File: src/pms_pkg.sv
// Shared types and constants of the periodic message scheduler.
package pms_pkg;

	// Item kinds carried in the slave-side tuser.
	localparam logic [1:0] KIND_TICK  = 2'd0;
	localparam logic [1:0] KIND_ADD   = 2'd1;
	localparam logic [1:0] KIND_RESET = 2'd2;
	localparam logic [1:0] KIND_CLEAR = 2'd3;

	// Period mode register codes; the unused code behaves as smooth.
	localparam logic [1:0] MODE_SMOOTH   = 2'd0;
	localparam logic [1:0] MODE_STANDARD = 2'd1;
	localparam logic [1:0] MODE_STRESS   = 2'd2;

	localparam int IN_DATA_W  = 160;
	localparam int OUT_DATA_W = 40;
	localparam int SLOT_W     = 4;

	// One input item as held by the datapath.
	typedef struct packed {
		logic [1:0]  kind;
		logic [31:0] now_ms;
		logic [18:0] signal_number;
		logic [17:0] group_number;
		logic [31:0] timeframe;
		logic [15:0] standard_period;
		logic [15:0] stress_period;
		logic [15:0] smooth_period;
		logic [2:0]  priority_req;
		logic [7:0]  src_addr;
	} pms_item_t;

	// Fields of a group entry that are fixed when the group is created.
	typedef struct packed {
		logic [17:0] id;
		logic [15:0] std_period;
		logic [15:0] stress_period;
		logic [15:0] smooth_period;
		logic [2:0]  prio;
		logic [7:0]  source;
	} pms_gstat_t;

	// Commands from the controller to the datapath.
	typedef struct packed {
		logic load_in;
		logic clr_idx;
		logic sig_adv;
		logic sig_append;
		logic grp_adv;
		logic grp_create;
		logic grp_tighten;
		logic tick_hit;
		logic rst_wr;
		logic clr_counts;
		logic push_end;
		logic end_ok;
	} pms_cmd_t;

	// Status from the datapath to the controller.
	typedef struct packed {
		logic [1:0] kind;
		logic       sig_end;
		logic       sig_full;
		logic       sig_hit;
		logic       grp_end;
		logic       grp_full;
		logic       grp_hit;
		logic       tick_due;
		logic       pend_valid;
		logic       out_free;
	} pms_stat_t;

endpackage

File: src/periodic_message_scheduler.sv
// Periodic message scheduler: stream interface around controller and datapath.
// Throughput: one item at a time; the next transaction is taken in the cycle after the final
// result enters the output register. Each table scan reads one slot per cycle, except that
// a tick scan waits on a due group while the pending one cannot move into a busy output.
// Reset: arst_n clears fill counts, period mode and control state; tables are not cleared.
module periodic_message_scheduler import pms_pkg::*; #(
	parameter int MAX_GROUPS  = 16,
	parameter int MAX_SIGNALS = 32
) (
	input  logic                  clk,
	input  logic                  arst_n,
	input  logic                  cfg_wen,
	input  logic [1:0]            cfg_wdata,   // period_mode
	input  logic                  s_tvalid,
	output logic                  s_tready,
	// now_ms[31:0], signal_number[50:32], group_number[68:51], timeframe[100:69],
	// standard_period[116:101], stress_period[132:117], smooth_period[148:133],
	// priority_req[151:149], src_addr[159:152]
	input  logic [IN_DATA_W-1:0]  s_tdata,
	input  logic [1:0]            s_tuser,     // kind[1:0]
	output logic                  m_tvalid,
	input  logic                  m_tready,
	// due_group[17:0], due_priority[20:18], due_source[28:21], due_slot[32:29], zeros above
	output logic [OUT_DATA_W-1:0] m_tdata,
	output logic [1:0]            m_tuser,     // ok[0], due[1]
	output logic                  m_tlast
);

	pms_cmd_t  cmd;
	pms_stat_t stat;

	pms_ctrl u_ctrl (
		.clk      (clk),
		.arst_n   (arst_n),
		.s_tvalid (s_tvalid),
		.s_tready (s_tready),
		.stat     (stat),
		.cmd      (cmd)
	);

	pms_datapath #(
		.MAX_GROUPS  (MAX_GROUPS),
		.MAX_SIGNALS (MAX_SIGNALS)
	) u_datapath (
		.clk       (clk),
		.arst_n    (arst_n),
		.s_tdata   (s_tdata),
		.s_tuser   (s_tuser),
		.cfg_wen   (cfg_wen),
		.cfg_wdata (cfg_wdata),
		.cmd       (cmd),
		.stat      (stat),
		.m_tvalid  (m_tvalid),
		.m_tready  (m_tready),
		.m_tdata   (m_tdata),
		.m_tuser   (m_tuser),
		.m_tlast   (m_tlast)
	);

endmodule

File: src/pms_datapath.sv
// Datapath of the scheduler: input register, signal and group tables, scan counters, output.
module pms_datapath import pms_pkg::*; #(
	parameter int MAX_GROUPS  = 16,
	parameter int MAX_SIGNALS = 32
) (
	input  logic                  clk,
	input  logic                  arst_n,
	input  logic [IN_DATA_W-1:0]  s_tdata,
	input  logic [1:0]            s_tuser,
	input  logic                  cfg_wen,
	input  logic [1:0]            cfg_wdata,
	input  pms_cmd_t              cmd,
	output pms_stat_t             stat,
	output logic                  m_tvalid,
	input  logic                  m_tready,
	output logic [OUT_DATA_W-1:0] m_tdata,
	output logic [1:0]            m_tuser,
	output logic                  m_tlast
);

	localparam int GCW = $clog2(MAX_GROUPS + 1);
	localparam int SCW = $clog2(MAX_SIGNALS + 1);
	localparam int GAW = (MAX_GROUPS > 1) ? $clog2(MAX_GROUPS) : 1;
	localparam int SAW = (MAX_SIGNALS > 1) ? $clog2(MAX_SIGNALS) : 1;
	localparam logic [GCW-1:0] GRP_MAX = GCW'(MAX_GROUPS);
	localparam logic [SCW-1:0] SIG_MAX = SCW'(MAX_SIGNALS);

	pms_item_t        item_q;
	logic [1:0]       mode_q;
	logic [GCW-1:0]   gcount_q;
	logic [SCW-1:0]   scount_q;
	logic [GCW-1:0]   gidx_q;
	logic [GCW-1:0]   gidx_d;
	logic [SCW-1:0]   sidx_q;
	logic [SCW-1:0]   sidx_d;
	logic [GAW-1:0]   grd_addr;
	logic [SAW-1:0]   srd_addr;
	logic [GAW-1:0]   gwr_addr;
	logic [SAW-1:0]   swr_addr;

	// Table storage.
	pms_gstat_t       gstat_mem [MAX_GROUPS];
	logic [31:0]      gcust_mem [MAX_GROUPS];
	logic [31:0]      glast_mem [MAX_GROUPS];
	logic [18:0]      sig_mem   [MAX_SIGNALS];
	pms_gstat_t       gstat_rd_q;
	logic [31:0]      gcust_rd_q;
	logic [31:0]      glast_rd_q;
	logic [18:0]      sig_rd_q;

	logic             gstat_we;
	logic             gcust_we;
	logic             glast_we;
	pms_gstat_t       gstat_wd;
	logic [31:0]      gcust_wd;
	logic [31:0]      glast_wd;

	logic [31:0]      period;
	logic [31:0]      elapsed;
	logic             tighten_ok;
	logic [GCW+SLOT_W-1:0] slot_ext;
	logic [SLOT_W-1:0] cur_slot;

	// Pending due group of a tick and the output register.
	logic             pend_valid_q;
	logic [17:0]      pend_group_q;
	logic [2:0]       pend_pri_q;
	logic [7:0]       pend_src_q;
	logic [SLOT_W-1:0] pend_slot_q;
	logic             out_valid_q;
	logic             out_ok_q;
	logic             out_due_q;
	logic [17:0]      out_group_q;
	logic [2:0]       out_pri_q;
	logic [7:0]       out_src_q;
	logic [SLOT_W-1:0] out_slot_q;
	logic             out_last_q;
	logic             out_free;
	logic             push_pend;
	logic             push_any;

	// Input register, loaded when the controller takes a transaction.
	always_ff @(posedge clk) begin
		if (cmd.load_in) begin
			item_q.kind            <= s_tuser;
			item_q.now_ms          <= s_tdata[31:0];
			item_q.signal_number   <= s_tdata[50:32];
			item_q.group_number    <= s_tdata[68:51];
			item_q.timeframe       <= s_tdata[100:69];
			item_q.standard_period <= s_tdata[116:101];
			item_q.stress_period   <= s_tdata[132:117];
			item_q.smooth_period   <= s_tdata[148:133];
			item_q.priority_req    <= s_tdata[151:149];
			item_q.src_addr        <= s_tdata[159:152];
		end
	end

	// Period mode register.
	always_ff @(posedge clk or negedge arst_n) begin
		if (!arst_n) begin
			mode_q <= MODE_SMOOTH;
		end else if (cfg_wen) begin
			mode_q <= cfg_wdata;
		end
	end

	// Next scan indexes; the tables are read at the next index so that the
	// registered read data always belongs to the current index.
	always_comb begin
		gidx_d = gidx_q;
		sidx_d = sidx_q;
		if (cmd.clr_idx) begin
			gidx_d = '0;
			sidx_d = '0;
		end else begin
			if (cmd.grp_adv || cmd.tick_hit || cmd.rst_wr) begin
				gidx_d = gidx_q + GCW'(1);
			end
			if (cmd.sig_adv) begin
				sidx_d = sidx_q + SCW'(1);
			end
		end
	end

	assign grd_addr = (gidx_d < GRP_MAX) ? gidx_d[GAW-1:0] : '0;
	assign srd_addr = (sidx_d < SIG_MAX) ? sidx_d[SAW-1:0] : '0;
	assign gwr_addr = (gidx_q < GRP_MAX) ? gidx_q[GAW-1:0] : '0;
	assign swr_addr = (sidx_q < SIG_MAX) ? sidx_q[SAW-1:0] : '0;

	// Scan counters and table fill counts.
	always_ff @(posedge clk or negedge arst_n) begin
		if (!arst_n) begin
			gidx_q   <= '0;
			sidx_q   <= '0;
			gcount_q <= '0;
			scount_q <= '0;
		end else begin
			gidx_q <= gidx_d;
			sidx_q <= sidx_d;
			if (cmd.clr_counts) begin
				gcount_q <= '0;
				scount_q <= '0;
			end else begin
				if (cmd.grp_create) begin
					gcount_q <= gcount_q + GCW'(1);
				end
				if (cmd.sig_append) begin
					scount_q <= scount_q + SCW'(1);
				end
			end
		end
	end

	// Write data of the group tables.
	always_comb begin
		gstat_we               = cmd.grp_create;
		gstat_wd.id            = item_q.group_number;
		gstat_wd.std_period    = item_q.standard_period;
		gstat_wd.stress_period = item_q.stress_period;
		gstat_wd.smooth_period = item_q.smooth_period;
		gstat_wd.prio          = item_q.priority_req;
		gstat_wd.source        = item_q.src_addr;
		gcust_we               = cmd.grp_create || (cmd.grp_tighten && tighten_ok);
		gcust_wd               = item_q.timeframe;
		glast_we               = cmd.grp_create || cmd.tick_hit || cmd.rst_wr;
		glast_wd               = item_q.now_ms;
	end

	// Group tables: one write and one registered read per cycle each.
	always_ff @(posedge clk) begin
		if (gstat_we) begin
			gstat_mem[gwr_addr] <= gstat_wd;
		end
		gstat_rd_q <= gstat_mem[grd_addr];
	end

	always_ff @(posedge clk) begin
		if (gcust_we) begin
			gcust_mem[gwr_addr] <= gcust_wd;
		end
		gcust_rd_q <= gcust_mem[grd_addr];
	end

	always_ff @(posedge clk) begin
		if (glast_we) begin
			glast_mem[gwr_addr] <= glast_wd;
		end
		glast_rd_q <= glast_mem[grd_addr];
	end

	// Signal table.
	always_ff @(posedge clk) begin
		if (cmd.sig_append) begin
			sig_mem[swr_addr] <= item_q.signal_number;
		end
		sig_rd_q <= sig_mem[srd_addr];
	end

	// Period in use and due test of the current group.
	always_comb begin
		if (gcust_rd_q != 32'd0) begin
			period = gcust_rd_q;
		end else begin
			unique case (mode_q)
				MODE_STANDARD: period = {16'd0, gstat_rd_q.std_period};
				MODE_STRESS:   period = {16'd0, gstat_rd_q.stress_period};
				default:       period = {16'd0, gstat_rd_q.smooth_period};
			endcase
		end
	end

	assign elapsed    = item_q.now_ms - glast_rd_q;
	assign tighten_ok = (item_q.timeframe != 32'd0) &&
	                    ((gcust_rd_q == 32'd0) || (item_q.timeframe < gcust_rd_q));
	assign slot_ext   = {{SLOT_W{1'b0}}, gidx_q};
	assign cur_slot   = slot_ext[SLOT_W-1:0];

	// Status toward the controller.
	assign out_free = !out_valid_q || m_tready;
	always_comb begin
		stat.kind       = item_q.kind;
		stat.sig_end    = (sidx_q == scount_q);
		stat.sig_full   = (scount_q >= SIG_MAX);
		stat.sig_hit    = (sig_rd_q == item_q.signal_number);
		stat.grp_end    = (gidx_q == gcount_q);
		stat.grp_full   = (gcount_q >= GRP_MAX);
		stat.grp_hit    = (gstat_rd_q.id == item_q.group_number);
		stat.tick_due   = (elapsed >= period);
		stat.pend_valid = pend_valid_q;
		stat.out_free   = out_free;
	end

	// A newly found due group displaces the pending one into the output.
	assign push_pend = cmd.tick_hit && pend_valid_q;
	assign push_any  = push_pend || cmd.push_end;

	// Pending due group.
	always_ff @(posedge clk or negedge arst_n) begin
		if (!arst_n) begin
			pend_valid_q <= 1'b0;
		end else if (cmd.tick_hit) begin
			pend_valid_q <= 1'b1;
		end else if (cmd.push_end) begin
			pend_valid_q <= 1'b0;
		end
	end

	always_ff @(posedge clk) begin
		if (cmd.tick_hit) begin
			pend_group_q <= gstat_rd_q.id;
			pend_pri_q   <= gstat_rd_q.prio;
			pend_src_q   <= gstat_rd_q.source;
			pend_slot_q  <= cur_slot;
		end
	end

	// Output register.
	always_ff @(posedge clk or negedge arst_n) begin
		if (!arst_n) begin
			out_valid_q <= 1'b0;
		end else if (push_any) begin
			out_valid_q <= 1'b1;
		end else if (m_tready) begin
			out_valid_q <= 1'b0;
		end
	end

	always_ff @(posedge clk) begin
		if (push_any) begin
			if (pend_valid_q) begin
				out_ok_q    <= 1'b1;
				out_due_q   <= 1'b1;
				out_group_q <= pend_group_q;
				out_pri_q   <= pend_pri_q;
				out_src_q   <= pend_src_q;
				out_slot_q  <= pend_slot_q;
			end else begin
				out_ok_q    <= cmd.end_ok;
				out_due_q   <= 1'b0;
				out_group_q <= '0;
				out_pri_q   <= '0;
				out_src_q   <= '0;
				out_slot_q  <= '0;
			end
			out_last_q <= cmd.push_end;
		end
	end

	assign m_tvalid = out_valid_q;
	assign m_tdata  = {{(OUT_DATA_W - 33){1'b0}}, out_slot_q, out_src_q, out_pri_q, out_group_q};
	assign m_tuser  = {out_due_q, out_ok_q};
	assign m_tlast  = out_last_q;

	// Scan indexes never run past the fill counts.
	a_gidx_bound: assert property (@(posedge clk) disable iff (!arst_n)
		gidx_q <= gcount_q) else $error("group scan index beyond group count");
	a_sidx_bound: assert property (@(posedge clk) disable iff (!arst_n)
		sidx_q <= scount_q) else $error("signal scan index beyond signal count");
	a_gcount_max: assert property (@(posedge clk) disable iff (!arst_n)
		gcount_q <= GRP_MAX) else $error("group count above table size");
	a_push_free: assert property (@(posedge clk) disable iff (!arst_n)
		push_any |-> out_free) else $error("result pushed into a full output register");

endmodule

File: src/pms_ctrl.sv
// Controller state machine of the scheduler: sequences table scans and result pushes.
module pms_ctrl import pms_pkg::*; (
	input  logic      clk,
	input  logic      arst_n,
	input  logic      s_tvalid,
	output logic      s_tready,
	input  pms_stat_t stat,
	output pms_cmd_t  cmd
);

	localparam logic [2:0] S_IDLE = 3'd0;
	localparam logic [2:0] S_DISP = 3'd1;
	localparam logic [2:0] S_TICK = 3'd2;
	localparam logic [2:0] S_TEND = 3'd3;
	localparam logic [2:0] S_SIG  = 3'd4;
	localparam logic [2:0] S_GRP  = 3'd5;
	localparam logic [2:0] S_RST  = 3'd6;
	localparam logic [2:0] S_RESP = 3'd7;

	logic [2:0] state_q;
	logic [2:0] state_d;
	logic       ok_q;
	logic       ok_d;

	assign s_tready = (state_q == S_IDLE);

	// Next state and commands.
	always_comb begin
		state_d = state_q;
		ok_d    = ok_q;
		cmd     = '0;
		cmd.end_ok = ok_q;
		unique case (state_q)
			S_IDLE: begin
				if (s_tvalid) begin
					cmd.load_in = 1'b1;
					cmd.clr_idx = 1'b1;
					state_d     = S_DISP;
				end
			end
			S_DISP: begin
				unique case (stat.kind)
					KIND_TICK:  state_d = S_TICK;
					KIND_ADD:   state_d = S_SIG;
					KIND_RESET: state_d = S_RST;
					KIND_CLEAR: begin
						cmd.clr_counts = 1'b1;
						ok_d           = 1'b1;
						state_d        = S_RESP;
					end
				endcase
			end
			S_TICK: begin
				priority if (stat.grp_end) begin
					state_d = S_TEND;
				end else if (!stat.tick_due) begin
					cmd.grp_adv = 1'b1;
				end else if (!stat.pend_valid || stat.out_free) begin
					cmd.tick_hit = 1'b1;
				end
			end
			S_TEND: begin
				if (stat.out_free) begin
					cmd.push_end = 1'b1;
					cmd.end_ok   = 1'b1;
					state_d      = S_IDLE;
				end
			end
			S_SIG: begin
				priority if (stat.sig_end) begin
					if (stat.sig_full) begin
						ok_d    = 1'b0;
						state_d = S_RESP;
					end else begin
						cmd.sig_append = 1'b1;
						state_d        = S_GRP;
					end
				end else if (stat.sig_hit) begin
					state_d = S_GRP;
				end else begin
					cmd.sig_adv = 1'b1;
				end
			end
			S_GRP: begin
				priority if (stat.grp_end) begin
					if (stat.grp_full) begin
						ok_d = 1'b0;
					end else begin
						cmd.grp_create = 1'b1;
						ok_d           = 1'b1;
					end
					state_d = S_RESP;
				end else if (stat.grp_hit) begin
					cmd.grp_tighten = 1'b1;
					ok_d            = 1'b1;
					state_d         = S_RESP;
				end else begin
					cmd.grp_adv = 1'b1;
				end
			end
			S_RST: begin
				if (stat.grp_end) begin
					ok_d    = 1'b1;
					state_d = S_RESP;
				end else begin
					cmd.rst_wr = 1'b1;
				end
			end
			S_RESP: begin
				if (stat.out_free) begin
					cmd.push_end = 1'b1;
					state_d      = S_IDLE;
				end
			end
		endcase
	end

	// State and result flag registers.
	always_ff @(posedge clk or negedge arst_n) begin
		if (!arst_n) begin
			state_q <= S_IDLE;
			ok_q    <= 1'b1;
		end else begin
			state_q <= state_d;
			ok_q    <= ok_d;
		end
	end

	// A pending due group exists only while a tick is being scanned.
	a_pend_tick: assert property (@(posedge clk) disable iff (!arst_n)
		stat.pend_valid |-> (state_q == S_TICK || state_q == S_TEND))
		else $error("pending due group outside a tick");
	// The final result of an item returns the controller to idle.
	a_end_idle: assert property (@(posedge clk) disable iff (!arst_n)
		cmd.push_end |=> s_tready) else $error("not idle after final result");
	// No input is taken while another item is in work.
	a_load_idle: assert property (@(posedge clk) disable iff (!arst_n)
		cmd.load_in |=> !s_tready) else $error("controller stayed idle after taking an item");

endmodule

File: config.mk
export PLATFORM = sky130hd
export DESIGN_NAME = periodic_message_scheduler
export DESIGN_NICKNAME = d
export VERILOG_FILES = /design/src/pms_pkg.sv /design/src/periodic_message_scheduler.sv /design/src/pms_datapath.sv /design/src/pms_ctrl.sv
export SDC_FILE = /design/constraint.sdc
export NUM_CORES = 2
export LEC_CHECK = 0
export BUFFER_PORTS_ARGS = -buffer_cell sky130_fd_sc_hd__buf_4
export CAP_MARGIN = 20
export CORE_MARGIN = 2
export CORE_UTILIZATION = 40
export DETAILED_ROUTE_END_ITERATION = 12
export HOLD_SLACK_MARGIN = 0.12
export SYNTH_ARGS = -nofsm -noshare
export SYNTH_HDL_FRONTEND = slang
export SYNTH_SLANG_ARGS = --single-unit
File: constraint.sdc
create_clock -name clk -period 12.5 [get_ports clk]
set_input_delay 0.625 -clock clk [delete_from_list [all_inputs] [get_ports clk]]
set_output_delay 0.625 -clock clk [all_outputs]
set_load 0.03 [all_outputs]
# After elaboration in Yosys (flattened, before gate mapping)
# Memory sizes are Yosys's and may differ from the RTL's. A register that Yosys moved wholly into a read port is not among the register bits.
# Index checks and enable logic that the tools add are counted.
# W data, S select, Z words.
# totals
n_memories	4
reg_bits	261
output_inout_bits	45
ram_bits	2864
# classes
eq_ne	25
muxes	74
reduce_logical	27
addsub	5
magnitude_cmp	8
# mem_list
name	depth	word_bits	read_ports	rd_clocked_by_memory_dff	write_ports	line_no	text
u_datapath.gstat_mem	16	77	1	1	1	pms_datapath.sv:42	pms_gstat_t gstat_mem [MAX_GROUPS];
u_datapath.sig_mem	32	19	1	1	1	pms_datapath.sv:45	logic [18:0] sig_mem [MAX_SIGNALS];
u_datapath.gcust_mem	16	32	1	1	1	pms_datapath.sv:43	logic [31:0] gcust_mem [MAX_GROUPS];
u_datapath.glast_mem	16	32	1	1	1	pms_datapath.sv:44	logic [31:0] glast_mem [MAX_GROUPS];
# ops
op	n
$reduce_bool A32 Y1	2
$mux W1	41
$ge A32 B32 Y1	1
$logic_not A32 Y1	1
$lt A32 B32 Y1	1
$mux W32	1
$pmux W16 S2	1
$sub A32 B32 Y32	1
$mux W5	6
$mux W3	8
$mux W6	4
$pmux W3 S7	1
$eq A19 B19 Y1	1
$eq A18 B18 Y1	1
$add A6 B1 Y6 const B	2
$eq A3 B3 Y1 const B	4
$lt A6 B6 Y1 const B	2
$mux W2	6
$ne A2 B2 Y1 const B	6
$pmux W3 S4	1
$reduce_and A6 Y1	2
$add A5 B1 Y5 const B	2
$lt A5 B5 Y1 const B	2
$logic_or A1 B1 Y1	9
other kinds (20)	33

# Depth between registers and ports, before layout
# logic_depth
word_depth	13
depth_mapped	29

# By module
# A second synthesis with hierarchy kept.
# hier_totals
hier_cells	8831
hier_area_um2	127569.8
# modules_own_cells
mod	area_per_inst_um2	cells_each	n_inst
pms_datapath	127088.1	8770	1
pms_ctrl	481.7	61	1

# Least setup slack after synthesis
# OpenSTA, ideal clock, no wires.
# synth_path
kind	register -> register
start	register u_ctrl.state_q[1]
end	register u_datapath.sig_rd_q[11] (read register of u_datapath.sig_mem)
setup_ns	0.128
arrival_ns	7.958
path_stages_with_launch	11
setup_slack_ns	4.414
path_cell_list	dfrtp_1 > clkbuf_1 > nor3_1 > nand2_1 > inv_1 > clkbuf_1 > buf_1 > nor3_1 > a31oi_1 > o311a_1 > a32oi_1
# synth_rtl
element	line_no	text
start, declared	pms_ctrl.sv:20	logic [2:0] state_q;
start signal, assigned	pms_ctrl.sv:124	state_q <= state_d;
end, declared	pms_datapath.sv:49	logic [18:0] sig_rd_q;

# Worst setup path in the final report
# layout_path
start	register u_datapath.item_q (netlist bit u_datapath.glast_wd[0])
end	register u_datapath.gstat_rd_q[38] (netlist name)
# layout_via
elab_chain_cells	11
# layout_lines
element	line_no	text
start, declared	pms_datapath.sv:28	pms_item_t item_q;
$sub A32 B32 Y32 (*)	pms_datapath.sv:212	assign elapsed = item_q.now_ms - glast_rd_q;
$ge A32 B32 Y1 (*)	pms_datapath.sv:228	stat.tick_due = (elapsed >= period);
$mux W1	pms_ctrl.sv:56	end else if (!stat.tick_due) begin
$mux W1	pms_ctrl.sv:54	priority if (stat.grp_end) begin
$pmux W1 S2 / $mux W1 (equally long branches)	pms_ctrl.sv:33	unique case (state_q)
$logic_or A1 B1 Y1 (*) (2 in a row)	pms_datapath.sv:116	if (cmd.grp_adv || cmd.tick_hit || cmd.rst_wr) begin
$mux W5 (*)	pms_datapath.sv:116	
$mux W5 (*)	pms_datapath.sv:112	if (cmd.clr_idx) begin
$lt A5 B5 Y1	pms_datapath.sv:125	assign grd_addr = (gidx_d < GRP_MAX) ? gidx_d[GAW-1:0] : '0;
$mux W4 (*)	pms_datapath.sv:125	
# Every way passes the cells marked *; elsewhere a longest branch is shown, timed or not.
# A chain may end at the register's enable or synchronous reset.

==> metrics.txt <==
Cell Area, Synth=127600 µm²; Final Setup Violations=0; Synth Warn #=0; WS Path Type=flop to flop; RSZ-0062 raised after global routing=no; crit path launch type=flop; Critical Path Max Stage Delay=0.90 ns; fill count=27.19k; First DRT Iteration DRCs=8612; number of synthesized flops with an enable pin=3095; final hold vios=0; Slew Limit Fails=0; Worst Path Arrival=10.18 ns; Area growth, synth to finish=15.56%; Pleak=0.04827 µW; Tot GR Track Use=21.05%; commonest non-fill, non-tap cell in the layout=edfxtp_1; Fmax=107.2 MHz; GP Congestion=0.8229; met2 WL=167.1 mm; delay-heaviest family, CP=compound AO/OA/AOI/OAI gates; Die Height=568.7 µm; Clock Latency Late Sink=0.93 ns; vias in the first global route=73.39k; Final ANT Viol Nets=0; hold slack=0.2231 ns; minimum clock period=9.330 ns; Mean Syn Cell Area=15.97 µm²; Clock Sinks=3285; via/cell ratio=5.765; Synth area leader=edfxtp_1; IO Pins=214; sequential share of the synthesized area=75.96%; Initial Util=40.17%; count of cell types in the netlist=81; Final #Nets=8676; type of the most critical hold path=input pin to asynchronous set/reset pin; Inserted Clock Buffers=346; initial antenna violation count=16; post-route insts no fill=12.88k; CP max stage cell=buf_4; die area=323400 µm²; grt total ovfl=0; fin crit share=74.64%; final instance area=147400 µm²; peak supply drop=317.8 µV; drt total wl=351.4 mm; Die Wd=568.7 µm; Top Layer Used=met5; Remaining DRCs=0; total negative slack=0 ns; Seq cells post-synth=3285; status=finished clean; crit path buf inv count=5; Clk pin slew, worst setup/hold paths=0.06 ns; placed inst area=134400 µm²; first-pass GRT wire length=505.4 mm; CTS H-Tree Depth=5; port bufs=206; Metal-1 WL=147.2 mm; pre-CTS setup slack=3.413 ns; wire length per cell=27.29 µm; largest net degree at the start of global routing=222; Max Clock Skew=0.05274 ns; # placed instances=12.06k; Synth top area share=72.86%; final worst slack=3.170 ns; Vias=74.23k; CTS tree=yes; DR WL met3=27.35 mm; P per Cell Area=219.3 nW/µm²; relative slew slack=17.37%; HPWL after detailed placement=182.6 mm; Clock Root Buffer=clkbuf_16; max-capacitance violation count=0; CP required=13.35 ns; row count=207; synth top area cells=edfxtp_1 (73%), mux2i_1 (2.7%), mux2_2 (2.5%), dfxtp_1 (2.5%), a32oi_1 (2.1%); core area=317500 µm²; crit-path max FO=221; most frequent cells in the layout=edfxtp_1 (3095), nand2_1 (578), nor2_1 (425); worst slew pin tran=1.226 ns; Critical Path Sink Type=flop; Gate Count Post-Synth=7989; fraction of registers with async set or reset after synthesis=0.9132%; first drt pass iteration count=6; Longest Clk Path Bufs=4; ratio of cells with drive above 1 in the final layout=14.97%; Synth Flop Type=edfxtp_1
## through the flow
stage / util, % / power (µW)
2_1_floorplan: - / 19170
3_3_place_gp: 42.32 / 22130
3_5_place_dp: 42.34 / 22290
4_1_cts: 46.39 / 32420
5_1_grt: 46.42 / 33610
6_report: 46.42 / 32330
## area by class of cell
cell class / count / area, µm² / share of cell area (%)
repair buffers: 596 / 5056 / 3.430
flip-flops and latches: 3285 / 96900 / 65.73
inverters: 102 / 399.1 / 0.2708
diodes: 6 / 15.01 / 0.01019
clock inverters: 161 / 1718 / 1.165
clock buffers: 472 / 9485 / 6.435
multi-input cells: 4074 / 28610 / 19.41
well taps: 4180 / 5230 / 3.548
## sequential cells by signal, indices dropped and copies added, names as in the netlist, 6 cells and up
name and flops:
u_datapath.glast_rd_q 32, u_datapath.out_group_q 18, u_datapath.sidx_q 6, u_datapath.gcust_rd_q 32
u_datapath.sig_mem 608, u_datapath.glast_mem 512, u_datapath.gstat_rd_q 77, u_datapath.pend_src_q 8
u_datapath.pend_group_q 18, u_datapath.out_src_q 8, u_datapath.gcust_mem 512, u_datapath.gcust_wd 32
u_datapath.scount_q 6, u_datapath.item_q 19, u_datapath.sig_rd_q 19, u_datapath.gstat_mem 1232
u_datapath.gstat_wd 77, u_datapath.glast_wd 32
## repair_timing
item	CTS	global route
hold buffers	166	0
resized for setup	0	0
hold endpoints to repair	194	0
buffers inserted	0	0
## worst paths after layout
| path | start | to | slack [ns] | cells past startpoint |
|---|---|---|---|---|
| worst max-delay path | u_datapath.glast_wd[0] | u_datapath.gstat_rd_q[38] | 3.17 | 28 |
| worst min-delay path | arst_n | u_datapath.m_tvalid | 0.22 | 2 |
| worst max register to register | u_datapath.glast_wd[0] | u_datapath.gstat_rd_q[38] | 3.17 | 28 |
| worst min register to register | u_datapath.gstat_rd_q[6] | u_datapath.pend_src_q[6] | 0.40 | 0 |
| max in group asynchronous | arst_n | u_datapath.mode_q[0] | 11.77 | 2 |
| min in group clk | m_tready | u_datapath.m_tvalid | 0.28 | 3 |
## worst reg2reg max path: cells and delay by family (launching register included)
kind | cells | cell delay (ns)
flip-flops | 1 | 0.68
adder cells (fa/ha/maj) | 3 | 0.75
AO/OA/AOI/OAI | 15 | 3.59
multiplexers | 1 | 0.34
buffers and inverters | 5 | 2.73
XOR/XNOR | 1 | 0.14
AND/OR/NAND/NOR | 3 | 1.01
## cells by family (layout without fill, tap and decap cells)
kind of cell	after synthesis	after routing	synth area share, %
AO/OA/AOI/OAI	1555	1555	8.891
adder cells (fa/ha/maj)	102	102	1.006
buffers and inverters	636	1331	2.112
XOR/XNOR	87	87	0.5973
AND/OR/NAND/NOR	1683	1683	6.103
flip-flops	3285	3285	75.96
multiplexers	640	640	5.329
other	1	13	0.002940
## power by group
part | leakage (µW) | switching (µW) | internal, µW
registers | 0.0296 | 571 | 12700
logic | 0.0132 | 5980 | 2990
clock network | 0.00544 | 4270 | 5830
## per-layer routing
layer / track usage [%] / vias to the layer above
met5: 0 / -
met4: 6.289 / 8
met3: 3.502 / 576
met2: 34.44 / 3117
met1: 28.84 / 38180
li1: - / 32350
## synth_stat cells (89+ instances only)
library cell and count:
edfxtp_1 3095, nand2_1 578, nor2_1 458, clkbuf_1 363, mux2i_1 339, a31oi_1 317, a32oi_1 301, a22oi_1 299
and3_1 291, mux2_2 285, a21oi_1 179, dfxtp_1 160, o22a_1 141, buf_2 128, ha_1 101, inv_1 101
o21ai_0 89
Note: power is estimated with default switching activity, not from simulation.
